File: config.mk
export PLATFORM = sky130hd
export DESIGN_NAME = clip_region_point_cache_core_flat
export DESIGN_NICKNAME = d
export VERILOG_FILES = /design/src/rtl/crpc_pkg.sv /design/src/rtl/crpc_if.sv /design/src/rtl/crpc_front.sv /design/src/rtl/crpc_back.sv /design/src/rtl/clip_region_point_cache_core.sv /design/src/flat_wrapper.sv
export SDC_FILE = /design/constraint.sdc
export NUM_CORES = 2
export LEC_CHECK = 0
export BUFFER_PORTS_ARGS = -buffer_cell sky130_fd_sc_hd__buf_2
export CAP_MARGIN = 20
export CORE_ASPECT_RATIO = 1.25
export CORE_MARGIN = 2
export CORE_UTILIZATION = 32
export CTS_CLUSTER_SIZE = 40
export DETAILED_ROUTE_END_ITERATION = 7
export HOLD_SLACK_MARGIN = 0.08
export SLEW_MARGIN = 20
export SYNTH_ARGS = -nofsm -noshare
export SYNTH_HDL_FRONTEND = slang
export SYNTH_SLANG_ARGS = --single-unit
File: constraint.sdc
create_clock -name i_clk -period 7.3 [get_ports i_clk]
set_clock_uncertainty 0.05 [all_clocks]
set_input_delay 0.73 -clock i_clk [delete_from_list [all_inputs] [get_ports i_clk]]
set_output_delay 0.73 -clock i_clk [all_outputs]
set_load 0.03 [all_outputs]
File: src/rtl/crpc_pkg.sv
// Shared constants and types for the clip region point cache.
// No dependencies.
`default_nettype none
package crpc_pkg;
    localparam int MAX_RECTS = 16;
    localparam int IDX_W = $clog2(MAX_RECTS);
    localparam int CNT_W = $clog2(MAX_RECTS + 1);
    localparam logic [1:0] ACT_LOAD = 2'd0;
    localparam logic [1:0] ACT_COMMIT = 2'd1;
    localparam logic [1:0] ACT_POINT = 2'd2;
    localparam logic [1:0] ACT_AREA = 2'd3;
    localparam logic [1:0] CFG_WIDTH = 2'd0;
    localparam logic [1:0] CFG_HEIGHT = 2'd1;
    localparam logic [1:0] CFG_COUNT = 2'd2;
    localparam logic [1:0] CLS_INVIS = 2'd0;
    localparam logic [1:0] CLS_VIS = 2'd1;
    localparam logic [1:0] CLS_PART = 2'd2;
    localparam logic signed [16:0] COORD_LO = -17'sd32768;
    localparam logic signed [16:0] COORD_HI = 17'sd32767;

    typedef struct packed {
        logic [1:0]         action;
        logic [3:0]         rect_index;
        logic signed [15:0] rect_left;
        logic signed [15:0] rect_top;
        logic signed [15:0] rect_right;
        logic signed [15:0] rect_bottom;
        logic signed [15:0] x_first;
        logic signed [15:0] y_first;
        logic signed [15:0] x_second;
        logic signed [15:0] y_second;
    } t_in;

    typedef struct packed {
        logic       point_visible;
        logic [1:0] area_class;
    } t_out;

    typedef struct packed {
        logic [1:0] index;
        logic [14:0] data;
    } t_cfg;
endpackage
`default_nettype wire

File: src/rtl/crpc_if.sv
// Valid/ready channel interfaces for items, results and configuration.
// Depends on crpc_pkg.
`default_nettype none
interface crpc_in_if;
    logic valid;
    logic ready;
    crpc_pkg::t_in data;
    modport source(output valid, output data, input ready);
    modport sink(input valid, input data, output ready);
endinterface

interface crpc_out_if;
    logic valid;
    logic ready;
    crpc_pkg::t_out data;
    modport source(output valid, output data, input ready);
    modport sink(input valid, input data, output ready);
endinterface

interface crpc_cfg_if;
    logic valid;
    logic ready;
    crpc_pkg::t_cfg data;
    modport source(output valid, output data, input ready);
    modport sink(input valid, input data, output ready);
endinterface
`default_nettype wire

File: src/rtl/crpc_front.sv
// Front part: accepts words and queues them (two entries) toward the back part.
// Depends on crpc_pkg.
`default_nettype none
module crpc_front (
    input  wire logic           i_clk,
    input  wire logic           i_rst_n,
    input  wire logic           i_valid,
    output logic                o_ready,
    input  wire crpc_pkg::t_in  i_data,
    output logic                o_valid,
    input  wire logic           i_ready,
    output crpc_pkg::t_in       o_data
);
    crpc_pkg::t_in r_q [2];
    logic [1:0] r_cnt;
    logic r_rd;
    logic r_wr;
    logic push;
    logic pop;

    assign o_ready = (r_cnt != 2'd2);
    assign o_valid = (r_cnt != 2'd0);
    assign o_data = r_q[r_rd];
    assign push = i_valid && o_ready;
    assign pop = o_valid && i_ready;

    always_ff @(posedge i_clk) begin
        if (push) begin
            r_q[r_wr] <= i_data;
        end
        if (!i_rst_n) begin
            r_cnt <= 2'd0;
            r_rd <= 1'b0;
            r_wr <= 1'b0;
        end else begin
            if (push) r_wr <= ~r_wr;
            if (pop) r_rd <= ~r_rd;
            r_cnt <= r_cnt + {1'b0, push} - {1'b0, pop};
        end
    end
endmodule
`default_nettype wire

File: src/rtl/crpc_back.sv
// Back part: rectangle table, cache and the sequencer that runs each word.
// Depends on crpc_pkg.
`default_nettype none
module crpc_back (
    input  wire logic           i_clk,
    input  wire logic           i_rst_n,
    input  wire logic           i_valid,
    output logic                o_ready,
    input  wire crpc_pkg::t_in  i_data,
    input  wire logic [14:0]    i_width,
    input  wire logic [14:0]    i_height,
    input  wire logic [4:0]     i_count,
    output logic                o_valid,
    input  wire logic           i_ready,
    output crpc_pkg::t_out      o_data
);
    localparam logic [2:0] S_IDLE = 3'd0;
    localparam logic [2:0] S_DISP = 3'd1;
    localparam logic [2:0] S_HIT = 3'd2;
    localparam logic [2:0] S_MISS = 3'd3;
    localparam logic [2:0] S_DONE = 3'd4;

    logic [63:0] r_mem [crpc_pkg::MAX_RECTS];
    logic [63:0] r_rdata;
    logic [2:0] r_state;
    crpc_pkg::t_in r_item;
    logic [crpc_pkg::CNT_W-1:0] r_i;
    logic [crpc_pkg::CNT_W-1:0] live;
    logic [crpc_pkg::IDX_W-1:0] rd_addr;
    logic signed [16:0] r_x0, r_x1, r_y0, r_y1;
    logic r_vis;
    logic r_pv;
    logic r_ovalid;
    crpc_pkg::t_out r_out;
    logic signed [16:0] px, py, bx, by, tl, tt, tr, tb, w, h;
    logic in_a, in_b;
    logic go_scan;
    logic [1:0] cls;

    assign live = (i_count > 5'(crpc_pkg::MAX_RECTS)) ? crpc_pkg::CNT_W'(crpc_pkg::MAX_RECTS)
                                                      : crpc_pkg::CNT_W'(i_count);
    assign px = 17'(r_item.x_first);
    assign py = 17'(r_item.y_first);
    assign bx = 17'(r_item.x_second);
    assign by = 17'(r_item.y_second);
    assign tl = 17'($signed(r_rdata[63:48]));
    assign tt = 17'($signed(r_rdata[47:32]));
    assign tr = 17'($signed(r_rdata[31:16]));
    assign tb = 17'($signed(r_rdata[15:0]));
    assign w = $signed({2'b00, i_width});
    assign h = $signed({2'b00, i_height});
    assign in_a = px >= r_x0 && px <= r_x1 && py >= r_y0 && py <= r_y1;
    assign in_b = bx >= r_x0 && bx <= r_x1 && by >= r_y0 && by <= r_y1;
    assign go_scan = (r_item.action == crpc_pkg::ACT_POINT || r_item.action == crpc_pkg::ACT_AREA)
                     && !in_a && px >= 0 && py >= 0 && px < w && py < h && live != '0;
    assign cls = in_b ? (r_vis ? crpc_pkg::CLS_VIS : crpc_pkg::CLS_INVIS) : crpc_pkg::CLS_PART;
    assign o_ready = (r_state == S_IDLE);
    assign o_valid = r_ovalid;
    assign o_data = r_out;

    always_comb begin
        rd_addr = r_i[crpc_pkg::IDX_W-1:0];
        if (r_state == S_IDLE || r_state == S_DONE) rd_addr = '0;
    end

    always_ff @(posedge i_clk) begin
        r_rdata <= r_mem[rd_addr];
        if (r_state == S_IDLE && i_valid && i_data.action == crpc_pkg::ACT_LOAD) begin
            r_mem[i_data.rect_index[crpc_pkg::IDX_W-1:0]] <= {i_data.rect_left,
                i_data.rect_top, i_data.rect_right, i_data.rect_bottom};
        end
    end

    always_ff @(posedge i_clk) begin
        if (r_state == S_IDLE && i_valid) r_item <= i_data;
        if (!i_rst_n) begin
            r_state <= S_IDLE;
            r_ovalid <= 1'b0;
            r_x0 <= crpc_pkg::COORD_LO;
            r_x1 <= crpc_pkg::COORD_HI;
            r_y0 <= crpc_pkg::COORD_LO;
            r_y1 <= crpc_pkg::COORD_HI;
            r_vis <= 1'b0;
            r_pv <= 1'b0;
            r_i <= '0;
        end else begin
            if (r_ovalid && i_ready) r_ovalid <= 1'b0;
            unique case (r_state)
                S_IDLE: begin
                    r_i <= '0;
                    if (i_valid) begin
                        r_state <= S_DISP;
                        r_pv <= 1'b0;
                    end
                end
                S_DISP: begin
                    r_state <= go_scan ? S_HIT : S_DONE;
                    if (r_item.action == crpc_pkg::ACT_COMMIT) begin
                        if (live == '0) begin
                            r_x0 <= crpc_pkg::COORD_LO; r_x1 <= crpc_pkg::COORD_HI;
                            r_y0 <= crpc_pkg::COORD_LO; r_y1 <= crpc_pkg::COORD_HI;
                            r_vis <= 1'b0;
                        end else begin
                            r_x0 <= tl; r_x1 <= tr - 17'sd1;
                            r_y0 <= tt; r_y1 <= tb - 17'sd1;
                            r_vis <= 1'b1;
                        end
                    end else if (r_item.action == crpc_pkg::ACT_POINT
                                 || r_item.action == crpc_pkg::ACT_AREA) begin
                        if (in_a) begin
                            r_pv <= (r_item.action == crpc_pkg::ACT_POINT) && r_vis;
                        end else if (px < 0) begin
                            r_x0 <= crpc_pkg::COORD_LO; r_x1 <= -17'sd1;
                            r_y0 <= crpc_pkg::COORD_LO; r_y1 <= crpc_pkg::COORD_HI;
                            r_vis <= 1'b0;
                        end else if (py < 0) begin
                            r_x0 <= crpc_pkg::COORD_LO; r_x1 <= crpc_pkg::COORD_HI;
                            r_y0 <= crpc_pkg::COORD_LO; r_y1 <= -17'sd1;
                            r_vis <= 1'b0;
                        end else if (px >= w) begin
                            r_x0 <= w; r_x1 <= crpc_pkg::COORD_HI;
                            r_y0 <= crpc_pkg::COORD_LO; r_y1 <= crpc_pkg::COORD_HI;
                            r_vis <= 1'b0;
                        end else if (py >= h) begin
                            r_x0 <= crpc_pkg::COORD_LO; r_x1 <= crpc_pkg::COORD_HI;
                            r_y0 <= h; r_y1 <= crpc_pkg::COORD_HI;
                            r_vis <= 1'b0;
                        end else if (live == '0) begin
                            r_x0 <= 17'sd0; r_x1 <= w - 17'sd1;
                            r_y0 <= 17'sd0; r_y1 <= h - 17'sd1;
                            r_vis <= 1'b1;
                            r_pv <= (r_item.action == crpc_pkg::ACT_POINT);
                        end else begin
                            r_i <= r_i + 1'b1;
                        end
                    end
                end
                S_HIT: begin
                    if (px >= tl && py >= tt && px < tr && py < tb) begin
                        r_x0 <= tl; r_x1 <= tr - 17'sd1;
                        r_y0 <= tt; r_y1 <= tb - 17'sd1;
                        r_vis <= 1'b1;
                        r_pv <= (r_item.action == crpc_pkg::ACT_POINT);
                        r_state <= S_DONE;
                    end else if (r_i == live) begin
                        r_x0 <= crpc_pkg::COORD_LO; r_x1 <= crpc_pkg::COORD_HI;
                        r_y0 <= crpc_pkg::COORD_LO; r_y1 <= crpc_pkg::COORD_HI;
                        r_vis <= 1'b0;
                        r_i <= '0;
                        r_state <= S_MISS;
                    end else begin
                        r_i <= r_i + 1'b1;
                    end
                end
                S_MISS: begin
                    // While r_i is zero this state only waits for entry zero to be read.
                    if (r_i != '0) begin
                        if (px < tl && tl <= r_x1) r_x1 <= tl - 17'sd1;
                        if (px > tr - 17'sd1 && tr - 17'sd1 >= r_x0) r_x0 <= tr;
                        if (py < tt && tt <= r_y1) r_y1 <= tt - 17'sd1;
                        if (py > tb - 17'sd1 && tb - 17'sd1 >= r_y0) r_y0 <= tb;
                    end
                    if (r_i == live) r_state <= S_DONE;
                    else r_i <= r_i + 1'b1;
                end
                S_DONE: begin
                    if (!r_ovalid) begin
                        r_out <= {r_pv, (r_item.action == crpc_pkg::ACT_AREA) ? cls
                                                                 : crpc_pkg::CLS_INVIS};
                        r_ovalid <= 1'b1;
                        r_state <= S_IDLE;
                    end
                end
                default: r_state <= S_IDLE;
            endcase
        end
    end
endmodule
`default_nettype wire

File: src/rtl/clip_region_point_cache_core.sv
// Top level of the clip region point cache: configuration registers,
// front queue and back sequencer. Depends on crpc_pkg, crpc_if, crpc_front, crpc_back.
// A cache miss inside the screen scans a table of up to sixteen rectangles.
// The back sequencer takes one word at a time; the front queue holds two.
// Reset (synchronous, active low) restores 640 x 480, count 0 and a whole-plane cache.
`default_nettype none
module clip_region_point_cache_core (
    input  wire logic i_clk,
    input  wire logic i_rst_n,
    crpc_in_if.sink   in_ch,
    crpc_out_if.source out_ch,
    crpc_cfg_if.sink  cfg_ch
);
    logic [14:0] r_width;
    logic [14:0] r_height;
    logic [4:0]  r_count;
    logic q_valid;
    logic q_ready;
    crpc_pkg::t_in q_data;

    assign cfg_ch.ready = 1'b1;

    always_ff @(posedge i_clk) begin
        if (!i_rst_n) begin
            r_width <= 15'd640;
            r_height <= 15'd480;
            r_count <= 5'd0;
        end else if (cfg_ch.valid) begin
            unique case (cfg_ch.data.index)
                crpc_pkg::CFG_WIDTH: r_width <= cfg_ch.data.data;
                crpc_pkg::CFG_HEIGHT: r_height <= cfg_ch.data.data;
                crpc_pkg::CFG_COUNT: r_count <= cfg_ch.data.data[4:0];
                default: ;
            endcase
        end
    end

    crpc_front u_front (
        .i_clk(i_clk), .i_rst_n(i_rst_n),
        .i_valid(in_ch.valid), .o_ready(in_ch.ready), .i_data(in_ch.data),
        .o_valid(q_valid), .i_ready(q_ready), .o_data(q_data)
    );

    crpc_back u_back (
        .i_clk(i_clk), .i_rst_n(i_rst_n),
        .i_valid(q_valid), .o_ready(q_ready), .i_data(q_data),
        .i_width(r_width), .i_height(r_height), .i_count(r_count),
        .o_valid(out_ch.valid), .i_ready(out_ch.ready), .o_data(out_ch.data)
    );
endmodule
`default_nettype wire
File: src/flat_wrapper.sv
// flat-port wrapper written by rule: the top's interface ports become plain ports
module clip_region_point_cache_core_flat 
  (i_clk, i_rst_n, in_ch_valid, in_ch_data, in_ch_ready, out_ch_valid, out_ch_data, out_ch_ready, cfg_ch_valid, cfg_ch_data, cfg_ch_ready);
  crpc_in_if in_ch_i ();
  crpc_out_if out_ch_i ();
  crpc_cfg_if cfg_ch_i ();
  input  wire logic i_clk;
  input  wire logic i_rst_n;
  input wire logic [$bits(in_ch_i.valid)-1:0] in_ch_valid;
  input wire logic [$bits(in_ch_i.data)-1:0] in_ch_data;
  output wire logic [$bits(in_ch_i.ready)-1:0] in_ch_ready;
  output wire logic [$bits(out_ch_i.valid)-1:0] out_ch_valid;
  output wire logic [$bits(out_ch_i.data)-1:0] out_ch_data;
  input wire logic [$bits(out_ch_i.ready)-1:0] out_ch_ready;
  input wire logic [$bits(cfg_ch_i.valid)-1:0] cfg_ch_valid;
  input wire logic [$bits(cfg_ch_i.data)-1:0] cfg_ch_data;
  output wire logic [$bits(cfg_ch_i.ready)-1:0] cfg_ch_ready;
  assign in_ch_i.valid = in_ch_valid;
  assign in_ch_i.data = in_ch_data;
  assign in_ch_ready = in_ch_i.ready;
  assign out_ch_valid = out_ch_i.valid;
  assign out_ch_data = out_ch_i.data;
  assign out_ch_i.ready = out_ch_ready;
  assign cfg_ch_i.valid = cfg_ch_valid;
  assign cfg_ch_i.data = cfg_ch_data;
  assign cfg_ch_ready = cfg_ch_i.ready;
  clip_region_point_cache_core u_core (.i_clk(i_clk), .i_rst_n(i_rst_n), .in_ch(in_ch_i), .out_ch(out_ch_i), .cfg_ch(cfg_ch_i));
endmodule
After elaboration in Yosys (flattened, before gate mapping)
Memories as Yosys holds them, arrays and structs flattened. A register that Yosys moved wholly into a read port is not among the register bits.
Index checks and enable logic that the tools add are counted.
Widths: inputs -> output; s select.

storage, ports and cells
  output and inout port bits = 6
  logic and storage cells = 264
  bits in writable memories = 1292
  input port bits = 156
  memories kept = 2
  bits in registers = 187

cells by class
  eq/ne operators = 39
  reductions and logical operators = 51
  mux-type cells = 108
  add/sub/neg operators = 9
  magnitude comparators = 29
  bitwise gates (word level) = 3

memories
  name                 depth  width  read ports  clocked after Yosys merged registers in  write ports  RTL line          text
  u_core.u_back.r_mem  16     64     1           1                                        1            crpc_back.sv:23   logic [63:0] r_mem [crpc_pkg::MAX_RECTS];
  u_core.u_front.r_q   2      134    1           1                                        1            crpc_front.sv:14  crpc_pkg::t_in r_q [2];

operators with widths
  kind                   number
  $mux 17                49
  $pmux 17 s3            4
  $le 16x17->1           6
  $lt 16x16->1           6
  $ge 16x17->1           4
  $sub 16x2->17 const B  4
  $ge 16x16->1           4
  $mux 5                 12
  $ne 2x2->1 const B     20
  $ge 17x17->1           2
  $gt 16x17->1           2
  $ge 16x1->1 const B    2
  $lt 16x1->1 const B    2
  $sub 15x1->16 const B  2
  $mux 1                 31
  $reduce_and 7->1       4
  $logic_and 1x1->1      24
  $ne 3x3->1 const B     8
  $pmux 5 s4             1
  $mux 3                 6
  $pmux 3 s5             1
  $reduce_and 11->1      1
  $reduce_and 10->1      1
  $reduce_bool 5->1      2
  other kinds (28)       41

Logic depth before layout (Yosys ltp)
  depth after elaboration = 13
  gate-level depth with buffers = 19
  depth with buffers taken out = 17

Cells and area by module
A second synthesis with hierarchy kept.

unflattened totals
  cell total of the unflattened synthesis = 5337
  area, all modules = 69560.5 µm²

modules (own cells, without submodules)
  module                        times used  area an instance (µm²)  seq. area each (µm²)  cells each
  crpc_back                     1           58003.1                 35644.2               4755
  crpc_front                    1           10141.0                 8147.8                441
  clip_region_point_cache_core  1           1416.4                  700.7                 141

Least setup slack after synthesis
No wires, ideal clock.

  path type = register to register
  from = register u_core.u_back.r_state[1]
  to = memory u_core.u_back.r_mem[0][0], enable pin
  data required time = 6.763 ns
  setup time = 0.487 ns
  buffers on the path = 2
  period minus slack after synthesis = 7.426 ns
  data arrival time = 6.890 ns
  slack = -0.126 ns
  stages on the path, launching flop included = 7
  cell sequence = dfxtp_1 clkbuf_1 buf_1 nor2_1 and2_1 o21ai_0 nor2_1

on the way
  word-level cells in the longest chain between the ends = 5

ends and longest elaborated chain
  item                          RTL line          text
  start: declaration            crpc_back.sv:25   logic [2:0] r_state;
  start signal: assignment      crpc_back.sv:97   r_state <= go_scan ? S_HIT : S_DONE;
  $logic_not 3->1               --
  $logic_and 1x1->1             --
  net u_core.u_front.pop        crpc_front.sv:19  logic pop;
  $logic_and 1x1->1             crpc_back.sv:68   if (r_state == S_IDLE && i_valid && i_data.action == crpc_pkg::ACT_LOAD) begin
  $mux 1                        crpc_back.sv:68
  $mux 1 (implied by the code)  crpc_back.sv:69   r_mem[i_data.rect_index[crpc_pkg::IDX_W-1:0]] <= {i_data.rect_left,
  end: declaration              crpc_back.sv:23

The timed path passes the listed nets, and every way through them passes these cells.

Worst setup path after layout
  from = register u_core.u_back.r_rdata[44] (read register of u_core.u_back.r_mem)
  to = register u_core.u_back.r_y1[7]

on the way
  word-level cells in the longest chain between the ends = 6
  elaborated cells on any way between the ends = 12
  those cells by class = order compare: 3; eq/ne: 2; mux: 2; reduce/logical: 5

ends and longest elaborated chain
  item                                                                     RTL line          text
  start: declaration                                                       crpc_back.sv:24   logic [63:0] r_rdata;
  $ge 16x16->1                                                             crpc_back.sv:139  if (px >= tl && py >= tt && px < tr && py < tb) begin
  $logic_and 1x1->1 (3 in series)                                          crpc_back.sv:139
  $ne 3x3->1 (no source line) / $mux 17 (equally long branches)            --
  $reduce_and 7->1 (no source line) / $pmux 17 s3 (equally long branches)  --
  end signal: assignment                                                   crpc_back.sv:141  r_y0 <= tt; r_y1 <= tb - 17'sd1;
  end signal: assignment                                                   crpc_back.sv:147  r_y0 <= crpc_pkg::COORD_LO; r_y1 <= crpc_pkg::COORD_HI;
  end signal: assignment                                                   crpc_back.sv:160  if (py < tt && tt <= r_y1) r_y1 <= tt - 17'sd1;
  end: declaration                                                         crpc_back.sv:30   logic signed [16:0] r_x0, r_x1, r_y0, r_y1;

Parallel ways exist; a longest one is shown, timed or not.
A chain may end at the register's enable or synchronous reset.

==> reports/results.txt <==
status = finished, final reports clean
Worst Setup End Kind = register
Setup Slack @ Placement = 2.26 ns
Initial Util = 32.2%
register area share after synthesis = 64.6%
final setup fails = 0
synthesized area per cell = 12.8 sq um
# port buffers = 160
combinational share of power = 19.1%
vias in the first global route = 45304
Slew headroom = 20.5%
Area Overhead vs Synth = 15.3%
Root Driver = clkbuf_16
CTS buffer count = 147
max_cap viols = 0
fin worst setup slack = 2.13 ns
kind of critical path = reg2reg
worst vdd ir = 0.249 mV
pin count of the biggest net entering global routing = 148
gp weighted congestion = 0.988
yosys warns = 0
Max Fclk = 193 MHz
All-Layer GR Usage = 19.2%
CTS H-Tree Depth = 4
Iter 0 DRT Violations = 4070
crit path time final = 5.17 ns
PD cells = 300 nW/um^2
WL/cell = 25.1 um
core area = 214000 sq um
actual slew at the worst max-slew pin = 1.18 ns
crit-path max FO = 14
CTS max path bufs = 3
Post-synth EDFFs = 1361
die height = 523 um
sequential power share = 48.0%
CTS tree = built
total wire length = 216 mm
RSZ-0062 raised after global routing = false
Yosys reg bits = 1542
DRT antenna net count = 0
Async SR Flop Fraction = 0%
crit path DAT = 5.72 ns
vias post-DR = 46159
Cell variety after synth = 86
Gates resized, CTS repair = 0
Die X = 419 um
initial antenna violation count = 25
mapped cell area = 68900 sq um
Gate Count Post-Synth = 5368
Sink Count = 1542
first-pass GRT wire length = 310 mm
DIE AREA = 219000 sq um
gr ovfl total = 0
clk slew on worst S/H paths = 0.06 ns
# IOs = 162
share of post-route cells with drive strength above 1 = 11.7%
Pre-Repair DR Iteration Count = 7
Post-CTS Repair Setup Buffers = 0
drc violations = 0
number of cells after detailed placement = 8197
Synth Flop Type = edfxtp_1
Setup TNS Final = 0 ns
Clk pwr share = 32.9%
Worst-Skew Late Latency = 0.81 ns
FP Rows = 190
hold violation total from the final report = 0
Post-Synthesis Net Count = 5854
Tcrit/Tclk final = 70.8%
leakage = 27.2 nW
crit path launch type = register
nets = 6076
post-layout util = 37.1%
Layout Cells excl Fill = 8596
switch share = 29.7%
max-slew violation count = 0
worst hold path class = in2reg
Net Sw Power = 7.09 mW
Critical Path RT = 7.85 ns
dpl hpwl = 136 mm
vias per cell = 5.37
P_int = 16.7 mW
state kept, by name, summed over array words and instances, names as in the netlist, 2 cells and up, named ones only:
signal	count
u_core.u_back.r_item	2
u_core.u_back.r_rdata	64
u_core.u_back.r_y1	17
u_core.u_back.r_mem	1024
u_core.u_front.r_q	268
u_core.u_back.r_x0	16
u_core.r_count	5
u_core.u_back.px	16
u_core.u_back.py	16
u_core.u_back.o_data	3
u_core.u_back.r_x1	17
u_core.u_back.r_y0	16
u_core.r_height	15
u_core.u_back.r_i	5
u_core.u_back.r_state	3
u_core.u_back.by	16
u_core.r_width	15
u_core.u_front.r_cnt	2
u_core.u_back.bx	16
Yosys cell counts, types with 137 or more instances:
cell,number,area share [%]
clkbuf_1,276,1.5
dfxtp_1,181,5.3
a211oi_1,353,3.8
a21oi_1,275,2.0
nand2_1,717,3.9
ha_1,330,6.0
and2_1,260,2.4
inv_1,224,1.2
edfxtp_1,1361,59
nor2_1,144,0.78
a31oi_1,151,1.4
mux2_2,137,2.2
power by group through the flow:
stage / sequential [mW] / clock, mW / combinational (mW)
2_1_floorplan: 11.3 / 0 / 2.89
3_3_place_gp: 11.6 / 0 / 4.39
3_5_place_dp: 11.6 / 0 / 4.47
4_1_cts: 11.4 / 7.96 / 4.57
5_1_grt: 11.5 / 8.28 / 4.98
6_report: 11.4 / 7.83 / 4.56
what timing repair did:
item / in CTS / in global routing
hold buffers: 124 / 0
hold endpoints to repair: 247 / 0
endpoints found under the setup margin: 0 / 0
per-stage QoR:
step / power, mW / area, sq um / hold WS (ns)
CTS: 24.0 / 79400 / 0.0819
finish: 23.8 / 79400 / 0.119
global route: 24.7 / 79400 / 0.0914
detailed placement: 16.1 / 73300 / 0.396
floorplan: 14.2 / 68900 / 0.358
global placement: 16.0 / 73200 / 0.394
metal layers:
metal  track usage, %  part of all wire, %  wire length, um
met3             2.93                  5.4            11700
met2             32.6                   49           105000
met1             23.7                   41            87700
met5                0                 0.11              231
met4             9.47                  5.3            11500
logic make-up (layout without fill, tap and decap cells):
logic type      after synthesis  in the layout  share of synthesized area, %
flops                      1542           1542                          64.6
simple gates               1441           1441                          9.87
compound gates             1270           1270                          12.8
buf+inv                     529            870                          2.93
fa+ha+maj                   333            333                          6.04
mux                         167            167                          2.67
xor+xnor                     85             85                          1.08
other cells                   1              8                       0.00544
area by class of cell:
cell class | count | area (sq um)
Inverter | 226 | 856
Fill cell | 20293 | 135000
Antenna cell | 7 | 17.5
Multi-Input combinational cell | 3297 | 22600
Tap cell | 2880 | 3600
Clock buffer | 176 | 3860
Timing Repair Buffer | 376 | 2910
Sequential cell | 1542 | 44500
Clock inverter | 92 | 1060
critical path: stages (launching register included):
cell      delay (ns)
dfxtp_1         0.70
inv_1           0.22
ha_1            0.34
nand4_1         0.16
nor4_1          0.38
o21ai_0         0.19
and3_1          0.25
a221oi_1        0.66
a21oi_1         0.35
nor3_1          0.24
buf_4           0.24
nor4b_2         0.95
a32oi_1         0.22
path summary, 6_finish.rpt:
check | from | end | slack, ns | cells past startpoint
worst min register to register | u_core.u_back.r_y0[2] | u_core.u_back.r_y0[2] | 0.41 | 2
worst max register to register | u_core.u_back.r_rdata[44] | u_core.u_back.r_y1[7] | 2.13 | 12
worst min-delay path | in_ch_data[0] | u_core.u_front.r_q[1][0] | 0.12 | 1
worst max-delay path | u_core.u_back.r_rdata[44] | u_core.u_back.r_y1[7] | 2.13 | 12
placed cells by master (no fill, tap or decap), types with 137 or more instances in the layout:
| cell | netlist | routed |
|---|---|---|
| ha_1 | 330 | 330 |
| and2_1 | 260 | 260 |
| a211oi_1 | 353 | 353 |
| nand2_1 | 717 | 717 |
| a21oi_1 | 275 | 274 |
| inv_1 | 224 | 224 |
| mux2_2 | 137 | 137 |
| buf_2 | 1 | 160 |
| dfxtp_1 | 181 | 179 |
| clkbuf_16 | 0 | 150 |
| edfxtp_1 | 1361 | 1361 |
| a31oi_1 | 151 | 151 |
(Power assumes the default switching activity.)
